===== src/design/rau_pkg.sv =====
`default_nettype none
package rau_pkg;
	localparam int WORD_WIDTH = 32;
	localparam int MW = 33;   // operand magnitude width
	localparam int PW = 66;   // product / sum width

	typedef enum logic [2:0] {
		K_ADD = 3'd0, K_SUB = 3'd1, K_MUL = 3'd2, K_DIV = 3'd3,
		K_NEG = 3'd4, K_ABS = 3'd5, K_NRM = 3'd6, K_NRM7 = 3'd7
	} kind_t;

	typedef enum logic [1:0] {
		ST_OK = 2'd0, ST_DIV0 = 2'd1, ST_OVF = 2'd2, ST_RSV = 2'd3
	} status_t;

	typedef struct packed {
		logic [2:0]         kind;
		logic signed [31:0] a_num;
		logic signed [31:0] a_den;
		logic signed [31:0] b_num;
		logic signed [31:0] b_den;
	} in_word_t;

	typedef struct packed {
		logic signed [31:0] res_num;
		logic [30:0]        res_den;
		logic [1:0]         status;
	} out_word_t;
endpackage
`default_nettype wire


===== src/design/rau_mul.sv =====
`default_nettype none
// Shift-add multiplier, 33x33 -> 66, one bit of the multiplier per cycle.
module rau_mul import rau_pkg::*; (
	input  wire logic          clk,
	input  wire logic          arst_n,
	input  wire logic          start,
	input  wire logic [MW-1:0] x,
	input  wire logic [MW-1:0] y,
	output logic               done,
	output logic [PW-1:0]      p
);
	logic [PW-1:0] acc_q, mc_q;
	logic [MW-1:0] mp_q;
	logic [5:0]    cnt_q;
	logic          run_q;

	assign p = acc_q;

	always_ff @(posedge clk or negedge arst_n) begin
		if (!arst_n) begin
			run_q <= 1'b0;
			done  <= 1'b0;
			cnt_q <= '0;
		end else begin
			// product is complete on the last multiplier bit
			done <= !start && run_q && (cnt_q == 6'(MW - 1));
			if (start) begin
				run_q <= 1'b1;
				cnt_q <= '0;
				acc_q <= '0;
				mc_q  <= PW'(x);
				mp_q  <= y;
			end else if (run_q) begin
				if (mp_q[0]) acc_q <= acc_q + mc_q;
				mc_q  <= mc_q << 1;
				mp_q  <= mp_q >> 1;
				cnt_q <= cnt_q + 6'd1;
				if (cnt_q == 6'(MW - 1)) run_q <= 1'b0;
			end
		end
	end
endmodule
`default_nettype wire


===== src/design/rau_gcd.sv =====
`default_nettype none
// Binary gcd over 66-bit values, then exact division by restoring divide.
// Outputs n/g and d/g. A zero d takes g = n.
module rau_gcd import rau_pkg::*; (
	input  wire logic          clk,
	input  wire logic          arst_n,
	input  wire logic          start,
	input  wire logic [PW-1:0] n,
	input  wire logic [PW-1:0] d,
	output logic               done,
	output logic [PW-1:0]      qn,
	output logic [PW-1:0]      qd
);
	typedef enum logic [2:0] {G_IDLE, G_STRIP, G_LOOP, G_DIVN, G_DIVD} gst_t;
	gst_t          st_q;
	logic [PW-1:0] u_q, v_q, g_q, d_q;
	logic [6:0]    sh_q, bit_q;
	logic [PW-1:0] rem_q, quo_q;
	logic [PW:0]   trial;
	logic [PW-1:0] diff, rem_nxt, quo_nxt;

	// one restoring-divide step by g
	assign trial   = {rem_q, quo_q[PW-1]} - {1'b0, g_q};
	assign rem_nxt = trial[PW] ? {rem_q[PW-2:0], quo_q[PW-1]} : trial[PW-1:0];
	assign quo_nxt = {quo_q[PW-2:0], !trial[PW]};
	assign diff    = (u_q > v_q) ? u_q - v_q : v_q - u_q;

	always_ff @(posedge clk or negedge arst_n) begin
		if (!arst_n) begin
			st_q <= G_IDLE;
			done <= 1'b0;
		end else begin
			done <= (st_q == G_DIVD) && (bit_q == 7'(PW - 1));
			case (st_q)
				G_IDLE: if (start) begin
					d_q   <= d;
					u_q   <= n;
					v_q   <= d;
					sh_q  <= '0;
					bit_q <= '0;
					rem_q <= '0;
					quo_q <= n;
					if (n == '0) begin
						g_q  <= d;
						st_q <= G_DIVN;
					end else if (d == '0) begin
						g_q  <= n;
						st_q <= G_DIVN;
					end else st_q <= G_STRIP;
				end
				// pull out common factors of two
				G_STRIP: begin
					if (!u_q[0] && !v_q[0]) begin
						u_q  <= u_q >> 1;
						v_q  <= v_q >> 1;
						sh_q <= sh_q + 7'd1;
					end else st_q <= G_LOOP;
				end
				G_LOOP: begin
					if (!u_q[0]) u_q <= u_q >> 1;
					else if (!v_q[0]) v_q <= v_q >> 1;
					else if (u_q == v_q) begin
						g_q  <= u_q << sh_q;
						st_q <= G_DIVN;
					end else if (u_q > v_q) u_q <= diff;
					else v_q <= diff;
				end
				// both divides share the divider datapath
				G_DIVN, G_DIVD: begin
					if (bit_q == 7'(PW - 1)) begin
						bit_q <= '0;
						rem_q <= '0;
						if (st_q == G_DIVN) begin
							qn    <= quo_nxt;
							quo_q <= d_q;
							st_q  <= G_DIVD;
						end else begin
							qd   <= quo_nxt;
							st_q <= G_IDLE;
						end
					end else begin
						bit_q <= bit_q + 7'd1;
						rem_q <= rem_nxt;
						quo_q <= quo_nxt;
					end
				end
				default: st_q <= G_IDLE;
			endcase
		end
	end
endmodule
`default_nettype wire


===== src/design/rational_arithmetic_unit.sv =====
`default_nettype none
// Channel   | ports                          | handshake
// ----------+--------------------------------+----------------------------
// request   | start, busy, req (in_word_t)   | taken when start && !busy
// result    | done, rsp (out_word_t)         | one-cycle strobe, no stall
//
// Binary kinds run three multiplies, then combine the partial products and
// start the gcd, run the binary gcd loop and two exact divides, and
// register the result in S_GW before done is strobed from S_FIN.
// Unary kinds skip the multiplies. Entry errors go straight to S_FIN, from
// which done is strobed. busy stays high from acceptance until the done strobe.
// Reset clears the sequencer only; the result cannot be stalled.
module rational_arithmetic_unit import rau_pkg::*; (
	input  wire logic clk,
	input  wire logic arst_n,
	input  wire logic start,
	input  wire in_word_t req,
	output logic      busy,
	output logic      done,
	output out_word_t rsp
);
	typedef enum logic [3:0] {S_IDLE, S_M1, S_M2, S_M3, S_COMB, S_GCD, S_GW, S_FIN} st_t;
	st_t st_q;

	logic [2:0]    kind_q;
	logic [MW-1:0] an_q, ad_q, bn_q, bd_q;
	logic          sa_q, sb_q, rs_q;
	logic [PW-1:0] m1_q, m2_q, rn_q, rd_q;
	logic [1:0]    mstep_q;
	logic          mul_start_q, gcd_start_q;
	logic          mul_done, gcd_done;
	logic          entry_err;

	function automatic logic [MW-1:0] mag(input logic [31:0] v);
		return v[31] ? MW'(33'h1_0000_0000) - MW'(v) : MW'(v);
	endfunction

	logic [MW-1:0] an, ad, bn, bd;
	assign an = mag(req.a_num);
	assign ad = mag(req.a_den);
	assign bn = mag(req.b_num);
	assign bd = mag(req.b_den);

	// zero denominator or division by a zero fraction
	assign entry_err = (ad == '0) || (req.kind <= K_DIV && bd == '0) ||
		(req.kind == K_DIV && bn == '0);

	// shared multiplier
	logic [MW-1:0] mx, my;
	logic [PW-1:0] mp;
	rau_mul u_mul (.clk, .arst_n, .start(mul_start_q), .x(mx), .y(my), .done(mul_done),
		.p(mp));

	// gcd/reduce unit
	logic [PW-1:0] qn, qd;
	rau_gcd u_gcd (.clk, .arst_n, .start(gcd_start_q), .n(rn_q), .d(rd_q), .done(gcd_done),
		.qn(qn), .qd(qd));

	// operand select per multiply step
	always_comb begin
		mx = an_q; my = bd_q;
		case (mstep_q)
			2'd0: begin mx = an_q; my = (kind_q == K_MUL) ? bn_q : bd_q; end
			2'd1: begin mx = (kind_q == K_DIV) ? ad_q : bn_q; my = (kind_q == K_DIV) ? bn_q : ad_q; end
			2'd2: begin mx = ad_q; my = bd_q; end
			default: begin mx = an_q; my = bd_q; end
		endcase
	end

	logic s2;
	assign s2 = (kind_q == K_SUB) ? !sb_q : sb_q;

	logic [WORD_WIDTH:0] lim;
	assign lim = (WORD_WIDTH+1)'(1) << (WORD_WIDTH - 1);

	logic ovf;
	assign ovf = (qd > PW'(lim - 1'b1)) ||
		(qn > (rs_q ? PW'(lim) : PW'(lim - 1'b1)));

	assign busy = (st_q != S_IDLE);

	// products and sums are kept to 64 bits
	always_ff @(posedge clk or negedge arst_n) begin
		if (!arst_n) begin
			st_q        <= S_IDLE;
			done        <= 1'b0;
			mul_start_q <= 1'b0;
			gcd_start_q <= 1'b0;
			mstep_q     <= '0;
		end else begin
			done        <= (st_q == S_FIN);
			mul_start_q <= (st_q == S_IDLE && start && !entry_err && req.kind <= K_DIV) ||
				((st_q == S_M1 || st_q == S_M2) && mul_done);
			gcd_start_q <= (st_q == S_IDLE && start && !entry_err && req.kind > K_DIV) ||
				(st_q == S_GCD);
			case (st_q)
				S_IDLE: if (start) begin
					kind_q <= req.kind;
					an_q <= an; ad_q <= ad; bn_q <= bn; bd_q <= bd;
					sa_q <= req.a_num[31] != req.a_den[31];
					sb_q <= req.b_num[31] != req.b_den[31];
					mstep_q <= '0;
					if (entry_err) begin
						rsp  <= '{res_num: '0, res_den: 31'd1, status: ST_DIV0};
						st_q <= S_FIN;
					end else if (req.kind <= K_DIV) begin
						st_q <= S_M1;
					end else begin
						rn_q <= PW'(an); rd_q <= PW'(ad);
						rs_q <= (req.kind == K_NEG) ? !(req.a_num[31] != req.a_den[31]) :
							(req.kind == K_ABS) ? 1'b0 : (req.a_num[31] != req.a_den[31]);
						st_q <= S_GW;
					end
				end
				S_M1: if (mul_done) begin
					m1_q <= PW'(mp[63:0]); mstep_q <= 2'd1; st_q <= S_M2;
				end
				S_M2: if (mul_done) begin
					m2_q <= PW'(mp[63:0]); mstep_q <= 2'd2; st_q <= S_M3;
				end
				S_M3: if (mul_done) begin
					rd_q <= PW'(mp[63:0]); st_q <= S_COMB;
				end
				// combine the partial products
				S_COMB: begin
					if (kind_q == K_MUL || kind_q == K_DIV) begin
						rn_q <= m1_q; rs_q <= sa_q != sb_q;
						if (kind_q == K_DIV) rd_q <= m2_q;
					end else if (sa_q == s2) begin
						rn_q <= PW'(64'(m1_q + m2_q)); rs_q <= sa_q;
					end else if (m1_q >= m2_q) begin
						rn_q <= m1_q - m2_q; rs_q <= sa_q;
					end else begin
						rn_q <= m2_q - m1_q; rs_q <= s2;
					end
					st_q <= S_GCD;
				end
				S_GCD: st_q <= S_GW;
				S_GW: if (gcd_done) begin
					if (qn == '0)
						rsp <= '{res_num: '0, res_den: 31'd1, status: ST_OK};
					else if (ovf)
						rsp <= '{res_num: '0, res_den: 31'd1, status: ST_OVF};
					else
						rsp <= '{res_num: rs_q ? 32'(-qn) : 32'(qn), res_den: 31'(qd),
							status: ST_OK};
					st_q <= S_FIN;
				end
				S_FIN: st_q <= S_IDLE;
				default: st_q <= S_IDLE;
			endcase
		end
	end
endmodule
`default_nettype wire


===== config.mk =====
export PLATFORM = sky130hd
export DESIGN_NAME = rational_arithmetic_unit
export DESIGN_NICKNAME = d
export VERILOG_FILES = /design/src/design/rau_pkg.sv /design/src/design/rau_mul.sv /design/src/design/rau_gcd.sv /design/src/design/rational_arithmetic_unit.sv
export SDC_FILE = /design/constraint.sdc
export NUM_CORES = 2
export LEC_CHECK = 0
export BUFFER_PORTS_ARGS = -buffer_cell sky130_fd_sc_hd__buf_2
export CORE_ASPECT_RATIO = 1.25
export CORE_MARGIN = 1
export CORE_UTILIZATION = 35
export DETAILED_ROUTE_END_ITERATION = 7
export PLACE_DENSITY = 0.52
export REMOVE_ABC_BUFFERS = 1
export SYNTH_ARGS = -nofsm -noshare
export SYNTH_HDL_FRONTEND = slang
export SYNTH_SLANG_ARGS = --single-unit

===== constraint.sdc =====
create_clock -name clk -period 9.6 [get_ports clk]
set_input_delay 1.44 -clock clk [delete_from_list [all_inputs] [get_ports clk]]
set_output_delay 1.44 -clock clk [all_outputs]
set_load 0.005 [all_outputs]

==> results.json <==
{
  "vdd_drop_max_uv": 117,
  "grt_usage": 0.272,
  "setup_viol": 0,
  "hold_viol": 0,
  "power_mw": 17.5,
  "ys_ff_latch": 1181,
  "cp_max_fo": 65,
  "place_congestion": 0.974,
  "p_clk_frac": 0.316,
  "start_util": 0.353,
  "cts-root-buf": "clkbuf_16",
  "p_leak_nw": 35.8,
  "rsz0062_at_grt": "no",
  "dp_cells": 12000,
  "die_w_um": 440,
  "vias": 71800,
  "outcome": "finished clean",
  "yosysUniqueCellTypes": 96,
  "ys_warn_count": 0,
  "ys.flop_type": "edfxtp_1",
  "die-area_mm2": 0.242,
  "holdBufCountCts": 0,
  "cts_setup_buffers": 0,
  "synthesis.instances": 9039,
  "grt_max_degree": 118,
  "wl_per_cell_um": 27.7,
  "die_height_um": 550,
  "cts.sinks": 1181,
  "postRouteAntennaNets": 0,
  "ys_seq_area_frac": 0.421,
  "cts_buffers": 148,
  "clkTransAtPathRegs_ns": 0.06,
  "layout_commonest_cell": "edfxtp_1",
  "final_cell_mix": "edfxtp_1, nand2_1, a21oi_1",
  "avgSynthCellArea_um2": 9.30,
  "fmax_ghz": 0.157,
  "portBuffers": 200,
  "gr-total-overflow": 0,
  "fin_crit_sh": 0.664,
  "ios": 201,
  "p_sw_frac": 0.355,
  "crit_arrival_ns": 6.84,
  "tns_ns": 0,
  "synthArstFlopShare": 0.0169,
  "hold_slack_ns": 0.480,
  "num_rows": 200,
  "ctsResizeCount": 0,
  "tritoncts": "yes",
  "grt_antenna_before_repair": 30,
  "slew_violations": 0,
  "drt_iter0_markers": 5763,
  "worst_setup_path_end_kind": "flop",
  "maxSlewHeadroom": 0.124,
  "grt_pass1_wl_um": 489000,
  "fin_cells": 12200,
  "final_core_util": 0.390,
  "required_ns": 10.07,
  "core-area_mm2": 0.238,
  "cap_violations": 0,
  "power_switching_mw": 6.22,
  "tightest_slew_ns": 1.30,
  "final_nets": 9619,
  "drc": 0,
  "worstSetupPathType": "in -> reg",
  "drt-total-wl_um": 339000,
  "dp_hpwl_um": 263000,
  "p_seq_frac": 0.370,
  "cts.htree.levels": 4,
  "p_comb_frac": 0.314,
  "clkLatencyLatePin_ns": 0.85,
  "cp-start-kind": "input pin",
  "hp-class": "reg -> reg",
  "power_density_mw_per_mm2": 189,
  "syn_to_final_growth_pct": 10.5,
  "finalClockSkew_ns": 0.0614,
  "first_pass_iters": 6,
  "drive_gt1_frac": 0.0815,
  "p_int_mw": 11.3,
  "synth_edf_count": 1161,
  "first_global_vias": 71800,
  "viasPerCell": 5.87,
  "netlist_area_mm2": 0.0840,
  "final.min_clock_period_ns": 6.38,
  "cts_buffer_depth": 4
}
==> worst paths after layout <==
| kind | endpoint | cells after the start | slack [ns] | startpoint |
|---|---|---|---|---|
| max in group asynchronous | u_mul.run_q$_DFF_PN0_ | 2 | 8.11 | arst_n |
| worst max-delay path | rsp[5]$_SDFFCE_PP0P_ | 12 | 3.22 | req[34] |
| worst min register to register | u_gcd.qd[47]$_DFFE_PP_ | 0 | 0.48 | u_gcd.quo_q[46]$_DFFE_PP_ |
| worst min-delay path | u_gcd.qd[47]$_DFFE_PP_ | 0 | 0.48 | u_gcd.quo_q[46]$_DFFE_PP_ |
| worst max register to register | u_gcd.rem_q[5]$_SDFFCE_PP0P_ | 14 | 3.48 | u_gcd.g_q[0]$_DFFE_PP_ |
| min in group asynchronous | u_gcd.st_q[0]$_DFFE_PN0P_ | 1 | 0.57 | arst_n |
==> critical path, stage by stage <==
cell and delay [ns]:
buf_2 0.13, nor3_1 0.57, nand4_1 0.54, o21ai_0 0.36
xnor2_1 0.16, nor4b_1 0.60, nand3_1 0.24, or4b_2 0.67
o41ai_2 0.69, nand2_1 0.50, o21ai_4 0.15, buf_4 0.65
==> power by group through the flow <==
stage | clock (mW) | sequential [mW] | combinational (mW)
after floorplan | 0 | 6.41 | 3.62
after global placement | 0 | 6.56 | 5.45
after detailed placement | 0 | 6.57 | 5.41
after CTS | 5.67 | 6.46 | 5.44
after global routing | 5.82 | 6.50 | 5.94
final | 5.53 | 6.47 | 5.50
==> layer usage <==
metal / global-route usage / part of all wire
met5: 0 / 0.00047
met4: 0.149 / 0.062
met3: 0.0378 / 0.050
met2: 0.477 / 0.49
met1: 0.317 / 0.39
==> registers in the layout (all words and copies together), names as in the netlist, 65 cells and up <==
signal,flops
u_gcd.g_q,66
u_gcd.qd,66
u_gcd.qn,66
u_gcd.quo_q,66
u_gcd.rem_q,66
u_gcd.u_q,66
u_gcd.v_q,66
rn_q,65
rsp,65
==> Yosys cell counts, types with 178 or more instances <==
master    count  area (µm²)
edfxtp_1   1161       34900
a22oi_1     186        1400
o21ai_0     799        4000
ha_1        498        6230
nor3_1      178         891
inv_1       548        2060
clkbuf_1    455        1710
a21o_1      203        1520
nor2_1      596        2240
xnor2_1     294        2570
nand2_1     919        3450
a21oi_1     832        4160
mux2i_1     237        2370
==> through the flow <==
stage	worst slack, ns	instance area [µm²]
2_1_floorplan	-2.08	82000
3_3_place_gp	2.14	88200
3_5_place_dp	2.17	88200
4_1_cts	3.07	92800
5_1_grt	2.89	92900
6_report	3.22	92900
==> cells by family (layout without fill, tap and decap cells) <==
group                    count (synthesis)  count (layout)  synth area share
AO/OA/AOI/OAI                         2958            2958             0.219
XOR/XNOR                               432             432            0.0450
adder cells (fa/ha/maj)                505             505            0.0758
buffers and inverters                 1083            1121            0.0486
flip-flops                            1181            1181             0.421
multiplexers                           322             322            0.0466
other                                    1              17         0.0000446
AND/OR/NAND/NOR                       2557            2557             0.144
==> layout make-up <==
cell class,count,area [µm²]
inverters,552,2070
well taps,3131,3920
flip-flops and latches,1181,35400
clock inverters,71,758
diodes,13,32.5
repair buffers,319,1940
multi-input cells,6778,44900
clock buffers,179,3870
fillers,23900,145000
Power figures use the tool's default switching activity.
